## config.mk

```make
export PLATFORM = sky130hd
export DESIGN_NAME = sorted_timeout_queue_flat
export DESIGN_NICKNAME = d
export VERILOG_FILES = /design/src/hw/rtl/sto_pkg.sv /design/src/hw/rtl/sto_in_if.sv /design/src/hw/rtl/sto_out_if.sv /design/src/hw/rtl/sto_datapath.sv /design/src/hw/rtl/sto_ctrl.sv /design/src/hw/rtl/sorted_timeout_queue.sv /design/src/flat_wrapper.sv
export SDC_FILE = /design/constraint.sdc
export NUM_CORES = 2
export LEC_CHECK = 0
export BUFFER_PORTS_ARGS = -buffer_cell sky130_fd_sc_hd__buf_4
export CAP_MARGIN = 20
export CORE_ASPECT_RATIO = 1.4
export CORE_MARGIN = 4
export CORE_UTILIZATION = 47
export DETAILED_ROUTE_END_ITERATION = 7
export PLACE_DENSITY = 0.69
export SYNTH_ARGS = -nofsm -noshare
export SYNTH_HDL_FRONTEND = slang
export SYNTH_SLANG_ARGS = --single-unit
```

## constraint.sdc

```tcl
create_clock -name i_clk -period 9.54 [get_ports i_clk]
set_input_delay 1.908 -clock i_clk [delete_from_list [all_inputs] [get_ports i_clk]]
set_output_delay 1.908 -clock i_clk [all_outputs]
set_load 0.01 [all_outputs]
```

## src/hw/rtl/sto_pkg.sv

```systemverilog
// Shared types and codes for the sorted timeout queue.
package sto_pkg;

    localparam logic OP_INSERT = 1'b0;
    localparam logic OP_CHECK  = 1'b1;

    localparam int DL_W      = 32;
    localparam int ID_FIELD_W = 8;
    localparam int ID_MAX_W  = 16;

    typedef enum logic [1:0] {
        ST_NONE     = 2'd0,
        ST_INSERTED = 2'd1,
        ST_FULL     = 2'd2,
        ST_EXPIRED  = 2'd3
    } t_status;

    typedef struct packed {
        logic    load;
        logic    exec;
        t_status code;
    } t_dp_cmd;

    typedef struct packed {
        logic op;
        logic full;
        logic empty;
        logic head_due;
    } t_dp_stat;

endpackage

```

## src/hw/rtl/sto_in_if.sv

```systemverilog
// Input channel: one insert or check request per transfer.
interface sto_in_if;
    logic        valid;
    logic        ready;
    logic        opcode;
    logic [7:0]  entry_id;
    logic [31:0] delay;
    logic [31:0] now_time;

    modport source (output valid, output opcode, output entry_id, output delay,
                    output now_time, input ready);
    modport sink   (input valid, input opcode, input entry_id, input delay,
                    input now_time, output ready);
endinterface

```

## src/hw/rtl/sto_out_if.sv

```systemverilog
// Output channel: one result per transfer.
interface sto_out_if;
    logic        valid;
    logic        ready;
    logic [1:0]  status;
    logic [7:0]  expired_id;
    logic [31:0] expired_deadline;
    logic        queue_empty;

    modport source (output valid, output status, output expired_id,
                    output expired_deadline, output queue_empty, input ready);
    modport sink   (input valid, input status, input expired_id,
                    input expired_deadline, input queue_empty, output ready);
endinterface

```

## src/hw/rtl/sto_datapath.sv

```systemverilog
// Datapath: request capture, sorted register chain and result register.
module sto_datapath
    import sto_pkg::*;
#(
    parameter int QUEUE_DEPTH = 16,
    parameter int ID_WIDTH    = 8
) (
    input  logic            i_clk,
    input  logic            i_rst_n,
    input  t_dp_cmd         i_cmd,
    output t_dp_stat        o_stat,
    input  logic            i_opcode,
    input  logic [7:0]      i_entry_id,
    input  logic [31:0]     i_delay,
    input  logic [31:0]     i_now_time,
    output logic [1:0]      o_status,
    output logic [7:0]      o_expired_id,
    output logic [31:0]     o_expired_deadline,
    output logic            o_queue_empty
);

    localparam int CW = $clog2(QUEUE_DEPTH + 1);

    logic                r_op;
    logic [ID_WIDTH-1:0] r_id;
    logic [DL_W-1:0]     r_dl;
    logic [DL_W-1:0]     r_now;

    logic [DL_W-1:0]     r_dl_q [QUEUE_DEPTH];
    logic [ID_WIDTH-1:0] r_id_q [QUEUE_DEPTH];
    logic [CW-1:0]       r_count;
    logic [CW-1:0]       n_count;

    logic [QUEUE_DEPTH-1:0] lt;
    logic [ID_MAX_W-1:0]    id_in_ext;
    logic [ID_MAX_W-1:0]    id_out_ext;

    assign id_in_ext  = ID_MAX_W'(i_entry_id);
    assign id_out_ext = ID_MAX_W'(r_id_q[0]);

    // Cells holding an earlier deadline than the new one stay put; they form a prefix.
    always_comb begin
        for (int i = 0; i < QUEUE_DEPTH; i++) begin
            lt[i] = (CW'(i) < r_count) && (r_dl_q[i] < r_dl);
        end
    end

    assign o_stat.op       = r_op;
    assign o_stat.full     = (r_count == CW'(QUEUE_DEPTH));
    assign o_stat.empty    = (r_count == '0);
    assign o_stat.head_due = (r_count != '0) && (r_dl_q[0] <= r_now);

    always_comb begin
        n_count = r_count;
        if (i_cmd.code == ST_INSERTED) begin
            n_count = r_count + 1'b1;
        end else if (i_cmd.code == ST_EXPIRED) begin
            n_count = r_count - 1'b1;
        end
    end

    always_ff @(posedge i_clk) begin
        if (i_cmd.load) begin
            r_op  <= i_opcode;
            r_id  <= id_in_ext[ID_WIDTH-1:0];
            r_dl  <= i_now_time + i_delay;
            r_now <= i_now_time;
        end
    end

    always_ff @(posedge i_clk) begin
        if (i_cmd.exec) begin
            if (i_cmd.code == ST_INSERTED) begin
                for (int i = 0; i < QUEUE_DEPTH; i++) begin
                    if (!lt[i]) begin
                        if (i == 0) begin
                            r_dl_q[i] <= r_dl;
                            r_id_q[i] <= r_id;
                        end else if (lt[i-1]) begin
                            r_dl_q[i] <= r_dl;
                            r_id_q[i] <= r_id;
                        end else begin
                            r_dl_q[i] <= r_dl_q[i-1];
                            r_id_q[i] <= r_id_q[i-1];
                        end
                    end
                end
            end else if (i_cmd.code == ST_EXPIRED) begin
                for (int i = 0; i < QUEUE_DEPTH - 1; i++) begin
                    r_dl_q[i] <= r_dl_q[i+1];
                    r_id_q[i] <= r_id_q[i+1];
                end
            end
        end
    end

    always_ff @(posedge i_clk) begin
        if (!i_rst_n) begin
            r_count <= '0;
        end else if (i_cmd.exec) begin
            r_count <= n_count;
        end
    end

    always_ff @(posedge i_clk) begin
        if (i_cmd.exec) begin
            o_status      <= i_cmd.code;
            o_queue_empty <= (n_count == '0);
            if (i_cmd.code == ST_EXPIRED) begin
                o_expired_id       <= id_out_ext[ID_FIELD_W-1:0];
                o_expired_deadline <= r_dl_q[0];
            end else begin
                o_expired_id       <= '0;
                o_expired_deadline <= '0;
            end
        end
    end

endmodule

```

## src/hw/rtl/sto_ctrl.sv

```systemverilog
// Controller: intake and execute sequencing, result code, output valid.
module sto_ctrl
    import sto_pkg::*;
(
    input  logic     i_clk,
    input  logic     i_rst_n,
    input  logic     i_in_valid,
    output logic     o_in_ready,
    output logic     o_out_valid,
    input  logic     i_out_ready,
    input  t_dp_stat i_stat,
    output t_dp_cmd  o_cmd
);

    typedef enum logic {
        S_IDLE,
        S_EXEC
    } t_state;

    t_state r_state;
    logic   r_out_valid;
    logic   out_free;

    assign o_in_ready  = (r_state == S_IDLE);
    assign o_out_valid = r_out_valid;
    assign out_free    = !r_out_valid || i_out_ready;

    always_comb begin
        o_cmd.load = i_in_valid && (r_state == S_IDLE);
        o_cmd.exec = (r_state == S_EXEC) && out_free;
        if (i_stat.op == OP_INSERT) begin
            o_cmd.code = i_stat.full ? ST_FULL : ST_INSERTED;
        end else begin
            o_cmd.code = i_stat.head_due ? ST_EXPIRED : ST_NONE;
        end
    end

    always_ff @(posedge i_clk) begin
        if (!i_rst_n) begin
            r_state     <= S_IDLE;
            r_out_valid <= 1'b0;
        end else begin
            unique case (r_state)
                S_IDLE: begin
                    if (r_out_valid && i_out_ready) begin
                        r_out_valid <= 1'b0;
                    end
                    if (i_in_valid) begin
                        r_state <= S_EXEC;
                    end
                end
                S_EXEC: begin
                    // The result register must be free before the queue is updated.
                    if (out_free) begin
                        r_out_valid <= 1'b1;
                        r_state     <= S_IDLE;
                    end
                end
                default: r_state <= S_IDLE;
            endcase
        end
    end

endmodule

```

## src/hw/rtl/sorted_timeout_queue.sv

```systemverilog
// Top level of the sorted timeout queue.
// A request is captured and its deadline formed; then, on execution, every
// cell of the sorted register chain compares its deadline with the new one
// and keeps, takes or shifts in parallel (or the chain shifts toward the head
// on an expiry). A new request is taken only after the last has executed, as
// long as the single result register is drained; a waiting result holds the
// execute state until it is taken. The queue holds QUEUE_DEPTH entries, the
// newest first among equal deadlines, and needs no clearing pass after reset.
module sorted_timeout_queue
    import sto_pkg::*;
#(
    parameter int QUEUE_DEPTH = 16,
    parameter int ID_WIDTH    = 8
) (
    input  logic i_clk,
    input  logic i_rst_n,
    sto_in_if.sink    i_in,
    sto_out_if.source o_out
);

    t_dp_cmd  cmd;
    t_dp_stat stat;

    sto_ctrl u_ctrl (
        .i_clk       (i_clk),
        .i_rst_n     (i_rst_n),
        .i_in_valid  (i_in.valid),
        .o_in_ready  (i_in.ready),
        .o_out_valid (o_out.valid),
        .i_out_ready (o_out.ready),
        .i_stat      (stat),
        .o_cmd       (cmd)
    );

    sto_datapath #(
        .QUEUE_DEPTH (QUEUE_DEPTH),
        .ID_WIDTH    (ID_WIDTH)
    ) u_datapath (
        .i_clk              (i_clk),
        .i_rst_n            (i_rst_n),
        .i_cmd              (cmd),
        .o_stat             (stat),
        .i_opcode           (i_in.opcode),
        .i_entry_id         (i_in.entry_id),
        .i_delay            (i_in.delay),
        .i_now_time         (i_in.now_time),
        .o_status           (o_out.status),
        .o_expired_id       (o_out.expired_id),
        .o_expired_deadline (o_out.expired_deadline),
        .o_queue_empty      (o_out.queue_empty)
    );

    a_intake_blocks: assert property (@(posedge i_clk) disable iff (!i_rst_n)
        (i_in.valid && i_in.ready) |=> !i_in.ready)
        else $error("request taken while another is in execution");

    a_full_empty: assert property (@(posedge i_clk) disable iff (!i_rst_n)
        !(stat.full && stat.empty))
        else $error("queue reports full and empty at once");

    a_insert_fills: assert property (@(posedge i_clk) disable iff (!i_rst_n)
        (cmd.exec && cmd.code == ST_INSERTED) |=> !stat.empty)
        else $error("queue empty after an insert");

    a_reject_full: assert property (@(posedge i_clk) disable iff (!i_rst_n)
        (cmd.exec && cmd.code == ST_FULL) |-> stat.full)
        else $error("insert rejected while the queue has room");

endmodule
```

## src/flat_wrapper.sv

```systemverilog
// flat-port wrapper written by rule: the top's interface ports become plain ports
module sorted_timeout_queue_flat import sto_pkg::*;
#(
    parameter int QUEUE_DEPTH = 16,
    parameter int ID_WIDTH    = 8
)
  (i_clk, i_rst_n, i_in_valid, i_in_opcode, i_in_entry_id, i_in_delay, i_in_now_time, i_in_ready, o_out_valid, o_out_status, o_out_expired_id, o_out_expired_deadline, o_out_queue_empty, o_out_ready);
  sto_in_if i_in_i ();
  sto_out_if o_out_i ();
  input  logic i_clk;
  input  logic i_rst_n;
  input wire logic [$bits(i_in_i.valid)-1:0] i_in_valid;
  input wire logic [$bits(i_in_i.opcode)-1:0] i_in_opcode;
  input wire logic [$bits(i_in_i.entry_id)-1:0] i_in_entry_id;
  input wire logic [$bits(i_in_i.delay)-1:0] i_in_delay;
  input wire logic [$bits(i_in_i.now_time)-1:0] i_in_now_time;
  output wire logic [$bits(i_in_i.ready)-1:0] i_in_ready;
  output wire logic [$bits(o_out_i.valid)-1:0] o_out_valid;
  output wire logic [$bits(o_out_i.status)-1:0] o_out_status;
  output wire logic [$bits(o_out_i.expired_id)-1:0] o_out_expired_id;
  output wire logic [$bits(o_out_i.expired_deadline)-1:0] o_out_expired_deadline;
  output wire logic [$bits(o_out_i.queue_empty)-1:0] o_out_queue_empty;
  input wire logic [$bits(o_out_i.ready)-1:0] o_out_ready;
  assign i_in_i.valid = i_in_valid;
  assign i_in_i.opcode = i_in_opcode;
  assign i_in_i.entry_id = i_in_entry_id;
  assign i_in_i.delay = i_in_delay;
  assign i_in_i.now_time = i_in_now_time;
  assign i_in_ready = i_in_i.ready;
  assign o_out_valid = o_out_i.valid;
  assign o_out_status = o_out_i.status;
  assign o_out_expired_id = o_out_i.expired_id;
  assign o_out_expired_deadline = o_out_i.expired_deadline;
  assign o_out_queue_empty = o_out_i.queue_empty;
  assign o_out_i.ready = o_out_ready;
  sorted_timeout_queue #(.QUEUE_DEPTH(QUEUE_DEPTH), .ID_WIDTH(ID_WIDTH)) u_core (.i_clk(i_clk), .i_rst_n(i_rst_n), .i_in(i_in_i), .o_out(o_out_i));
endmodule
```

==> Word-level counts from Yosys, hierarchy flattened <==
Memory sizes are Yosys's and may differ from the RTL's.
Cells that the tools add are included.
{ "word_totals": {"ff_bits": 123, "ramBits": 640, "in_bits": 77, "output_inout_bits": 45, "wordCells": 368, "mem_count": 2} }
{ "memory_table": {"columns": ["memory", "depth", "width", "read_ports", "rd_clocked_by_memory_dff", "wr", "line", "source"], "rows": [
  ["u_core.u_datapath.r_dl_q", 16, 32, 16, 0, 16, "sto_datapath.sv:29", "logic [DL_W-1:0] r_dl_q [QUEUE_DEPTH];"],
  ["u_core.u_datapath.r_id_q", 16, 8, 16, 0, 16, "sto_datapath.sv:30", "logic [ID_WIDTH-1:0] r_id_q [QUEUE_DEPTH];"]
]} }
{ "op_classes": {"addsub": 3, "n_lt_le_gt_ge": 33, "n_eq_ne": 5, "muxes": 228, "bitwise_logic": 61, "n_reduce_logical": 25} }
{ "ops": {"columns": ["operator", "count"], "rows": [
  ["$mux W32", 30],
  ["$lt A32 B32 Y1", 16],
  ["$mux W8", 30],
  ["$mux W1", 161],
  ["$or A1 B1 Y1", 60],
  ["$lt A4 B5 Y1 const A", 8],
  ["$add A32 B32 Y32", 1],
  ["$le A32 B32 Y1", 1],
  ["$logic_and A1 B1 Y1", 20],
  ["$lt A3 B5 Y1 const A", 4],
  ["$lt A1 B5 Y1 const A", 2],
  ["$lt A2 B5 Y1 const A", 2],
  ["$mux W5", 2],
  ["$mux W2", 3],
  ["$add A5 B1 Y5 const B", 1],
  ["$eq A5 B5 Y1 const B", 1],
  ["$logic_not A5 Y1", 1],
  ["$reduce_bool A5 Y1", 1],
  ["$sub A5 B1 Y5 const B", 1],
  ["$ne A2 B1 Y1 const B", 2],
  ["$pmux W1 S2", 2],
  ["$eq A2 B1 Y1 const B", 1],
  ["$eq A2 B2 Y1 const B", 1],
  ["$reduce_and A2 Y1", 1],
  ["other kinds (3)", 3]
]} }

==> Depth between registers and ports, before layout <==
An unclocked memory read counts as a cell.
{ "logic_depth": {"depth_word": 11, "ltp_mapped": 15, "mapped_depth_nobuf": 12} }

==> Hierarchy <==
Synthesis repeated with hierarchy kept, for this count alone.
{ "hier_totals": {"hier_cells": 4569, "area_unflattened_um2": 48763.0} }
{ "modules_own_cells": {"columns": ["module", "n_inst", "cells_per_inst", "area_each_um2", "seq_area_each_um2"], "rows": [
  ["sto_datapath", 1, 4556, 48642.9, 22801.9],
  ["sto_ctrl", 1, 13, 120.1, 40.0]
]} }

==> Worst setup path after synthesis <==
OpenSTA, ideal clock, no wires.
{ "synth_path": {"kind": "input port to flip-flop", "startpoint": "input o_out_ready", "endpoint": "memory u_core.u_datapath.r_dl_q[8][0] (netlist: u_core.u_datapath.r_dl_q[0][256]), enable pin", "setup_ns": 0.493, "arrival_time_ns": 6.805, "t_required_ns": 9.047, "setup_slack_ns": 2.242, "stages": 5, "n_path_buf": 1, "path_cell_list": "nor2b_1 -> nor2_1 -> clkbuf_1 -> nand2_1 -> o21ai_0"} }
{ "synth_lines": {"columns": ["item", "line", "source"], "rows": [
  ["start, declared", "flat_wrapper.sv:23", "input wire logic [$bits(o_out_i.ready)-1:0] o_out_ready;"],
  ["end, declared", "sto_datapath.sv:29", null]
]} }

==> key figures <==
Finish
  • Count of nets after finishing: 5113
  • Count of fill cells added during filler insertion: 9089
  • Antenna diode count: 0
  • Area delta synth->final: 9.80%
  • Post-Layout Cell Count: 5886
  • Layout cell share with drive strength beyond 1: 0.0930
  • Area of all placed cells without fillers: 53900 µm²

STA
  • Slew at the pin closest to its max-slew limit: 1.37 ns
  • Setup ws final: 4.20 ns
  • Final period demand of the worst path: 5.34 ns
  • Maximum operating frequency: 187 MHz
  • Final worst clock skew: 0.0294 ns
  • Unrepaired setup endpoints after global routing: false
  • Final count of pins violating max slew: 0
  • Hold violation count in the final report: 0
  • Tightest slew margin relative to the limit: 0.0610
  • Fraction of the cycle the final worst path needs: 0.560
  • Setup violation total in the final timing report: 0
  • Total Negative Setup Slacks: 0 ns

Placed design
  • Area after detailed placement: 51200 µm²
  • Placed cells: 5740
  • Count of buffers inserted at the top-level ports: 121
  • Post-DP HPWL: 103000 µm
  • Setup Slack @ Placement: 4.05 ns
  • GPL Wtd Cong: 0.976

Logic synthesis
  • Post-synth top area share: 0.463
  • Average cell area after synthesis: 11.0 µm²
  • Leading post-synthesis cells by instance count: 756 x sky130_fd_sc_hd__edfxtp_1, 562 x sky130_fd_sc_hd__ha_1, 482 x sky130_fd_sc_hd__nand2_1
  • Unique masters post-synth: 75
  • Post-synthesis register bit count: 763
  • Count of synthesis-stage warnings from yosys: 0
  • Largest area contributor in the synthesized netlist: sky130_fd_sc_hd__edfxtp_1
  • Seq/Total Area, Yosys: 0.466
  • Cell area after synthesis: 49100 µm²
  • Most used DFF post-synth: sky130_fd_sc_hd__edfxtp_1
  • Most common cell in the netlist: sky130_fd_sc_hd__edfxtp_1
  • Cells taking the most area after synthesis: sky130_fd_sc_hd__edfxtp_1 46%, sky130_fd_sc_hd__ha_1 14%, sky130_fd_sc_hd__mux2i_1 8.0%
  • EDFF count, synth: 756
  • Instance count of the mapped netlist: 4457
  • Total nets after synthesis: 5097
  • Async S/R FF share, synth: 0

Worst setup path
  • Arrival @ worst endpoint: 5.73 ns
  • Cell depth of the worst flop-to-flop path: 10
  • Reg-to-Reg End: u_core.u_datapath.r_dl_q[0][163]
  • Kind of capture point of the worst setup path: register
  • Start point of the critical path: u_core.u_datapath.r_dl[29]
  • Worst setup path end: u_core.u_datapath.r_dl_q[0][163]
  • CP required: 9.93 ns
  • Crit Path Category: reg -> reg
  • Worst reg2reg setup slack: 4.20 ns
  • Maximum fanout count along the critical path: 41
  • Critical Path Start Type: register
  • Reg-to-Reg Start: u_core.u_datapath.r_dl[29]

Detailed routing
  • Residual antenna-violating net count after detailed routing: 0
  • Violation count after the first detailed-routing iteration: 3455
  • First-pass iteration count of the detailed router: 6
  • Average wire per cell in the routed design: 24.5 µm
  • Via count: 37000
  • WL final: 144000 µm
  • # DRC: 0
  • Post-detailed-route via-to-cell ratio: 6.28

GRT
  • Total grt overflow: 0
  • Antenna violations before repair: 0
  • Wire length of the first global-routing pass: 220000 µm
  • Largest net degree at the start of global routing: 183
  • Overall Global Routing Usage: 0.258
  • Vias in the first global route: 36500

CTS
  • Setup Buffers After CTS: 0
  • Root cell of the clock tree: sky130_fd_sc_hd__clkbuf_16
  • Total clock buffers created by CTS: 77
  • Clock network latency to the later pin of the worst-skew pair: 0.67 ns
  • Number of sinks handled by clock tree synthesis: 763
  • PostCTS Resize Cnt: 0
  • Worst-path clk slew: 0.07 ns
  • CTS tree: built
  • Number of buffers on the longest clock path: 3
  • Hold buffers post-CTS: 0
  • Clock H-tree levels: 3

Job
  • Maxcap violations: 0

Floorplanning
  • Cell Rows: 140
  • Placeable core area: 104000 µm²
  • Height of the chip: 390 µm
  • Effective utilization at floorplan: 0.472
  • Die area: 110000 µm²
  • Die Span X: 281 µm
  • Count of boundary I/O pins: 122

Hold path
  • Worst hold path class: reg -> reg
  • Hold depth: 2

Power
  • Max IR drop VDD: 135 µV
  • LEAKAGE: 21.1 nW
  • Power density relative to cell area: 170 nW/µm²

Run status
  • Run status: finished clean
-- per-layer routing --
layer  vias up  wire length [µm]  track usage
met5         -                 0            0
met4         0              8770        0.147
met3       326              9420       0.0248
met2      1556             68100        0.424
met1     18100             58100        0.334
li1      17000                 -            -
-- worst min-delay path by stage --
stage | slack, ns | endpoint | startpoint
2_1_floorplan | 0.48 | u_core.u_ctrl.o_out_valid | u_core.u_ctrl.r_state
3_3_place_gp | 0.50 | u_core.u_datapath.r_id_q[1][54] | u_core.u_datapath.r_id_q[1][62]
3_5_place_dp | 0.52 | u_core.u_datapath.r_id_q[1][53] | u_core.u_datapath.r_id_q[1][61]
4_1_cts | 0.55 | u_core.u_datapath.r_id_q[1][51] | u_core.u_datapath.r_id_q[1][59]
5_1_grt | 0.57 | u_core.u_datapath.r_id_q[1][50] | u_core.u_datapath.r_id_q[1][58]
6_report | 0.54 | u_core.u_datapath.r_id_q[1][53] | u_core.u_datapath.r_id_q[1][61]
-- metrics by stage --
step	hold WS, ns	util	total power [mW]
final	0.541	0.519	9.14
after global routing	0.567	0.519	9.51
after CTS	0.549	0.518	9.16
after detailed placement	0.515	0.493	5.97
after global placement	0.504	0.493	5.91
after floorplan	0.480	-	5.33
-- registers in the layout, summed over array words and instances, names as in the netlist --
signal                                count
u_core.u_datapath.r_dl_q                512
u_core.u_datapath.r_id_q                128
u_core.u_datapath.o_expired_deadline     32
u_core.u_datapath.r_dl                   32
u_core.u_datapath.r_now                  32
u_core.u_datapath.o_expired_id            8
u_core.u_datapath.r_id                    8
u_core.u_datapath.r_count                 5
u_core.u_datapath.o_status                2
u_core.u_ctrl.o_out_valid                 1
u_core.u_ctrl.r_state                     1
u_core.u_datapath.o_queue_empty           1
u_core.u_datapath.r_op                    1
-- cell type report --
class                           count  area (µm²)  area share
Multi-Input combinational cell   3263       24500       0.456
Sequential cell                   763       22800       0.424
Clock buffer                       94        2070      0.0385
Tap cell                         1349        1690      0.0313
Timing Repair Buffer              197        1560      0.0290
Inverter                          171         642      0.0119
Clock inverter                     49         514     0.00955
-- report_power, final --
group | switching (mW) | total, mW | internal [mW]
Clock | 1.39 | 3.21 | 1.83
Combinational | 1.03 | 1.71 | 0.681
Sequential | 0.238 | 4.22 | 3.98
-- cell families (layout without fill, tap and decap cells) --
| logic type | count (synthesis) | count (layout) | share of synthesized area |
|---|---|---|---|
| xor+xnor | 31 | 31 | 0.00553 |
| simple gates | 1069 | 1069 | 0.101 |
| buf+inv | 431 | 511 | 0.0381 |
| flops | 763 | 763 | 0.466 |
| compound gates | 1166 | 1166 | 0.156 |
| fa+ha+maj | 563 | 563 | 0.144 |
| mux | 434 | 434 | 0.0896 |
-- critical path, cell delays in order, from the launching register on --
cell and delay (ns):
sky130_fd_sc_hd__edfxtp_1 0.65, sky130_fd_sc_hd__inv_1 0.54, sky130_fd_sc_hd__ha_1 0.50, sky130_fd_sc_hd__nand4_1 0.16
sky130_fd_sc_hd__or2_2 0.38, sky130_fd_sc_hd__nor4_1 0.75, sky130_fd_sc_hd__o211ai_1 0.67, sky130_fd_sc_hd__a21oi_4 0.31
sky130_fd_sc_hd__buf_4 0.65, sky130_fd_sc_hd__mux2i_1 0.29, sky130_fd_sc_hd__o21ai_0 0.09
-- cell usage in the layout, fill, tap and decap left out, types with 36 or more instances in the layout --
cell	instances
sky130_fd_sc_hd__ha_1	562
sky130_fd_sc_hd__a221o_1	172
sky130_fd_sc_hd__nor2b_1	36
sky130_fd_sc_hd__o21ai_0	480
sky130_fd_sc_hd__clkbuf_16	80
sky130_fd_sc_hd__nand2_1	464
sky130_fd_sc_hd__mux2_2	42
sky130_fd_sc_hd__inv_1	171
sky130_fd_sc_hd__nor3_1	56
sky130_fd_sc_hd__edfxtp_1	756
sky130_fd_sc_hd__a21o_1	165
sky130_fd_sc_hd__a21oi_1	160
sky130_fd_sc_hd__nand4_1	80
sky130_fd_sc_hd__buf_4	191
sky130_fd_sc_hd__and3_1	92
sky130_fd_sc_hd__mux2i_1	392
sky130_fd_sc_hd__nor2_1	182
No activity file was read; power rests on OpenSTA's default activity.
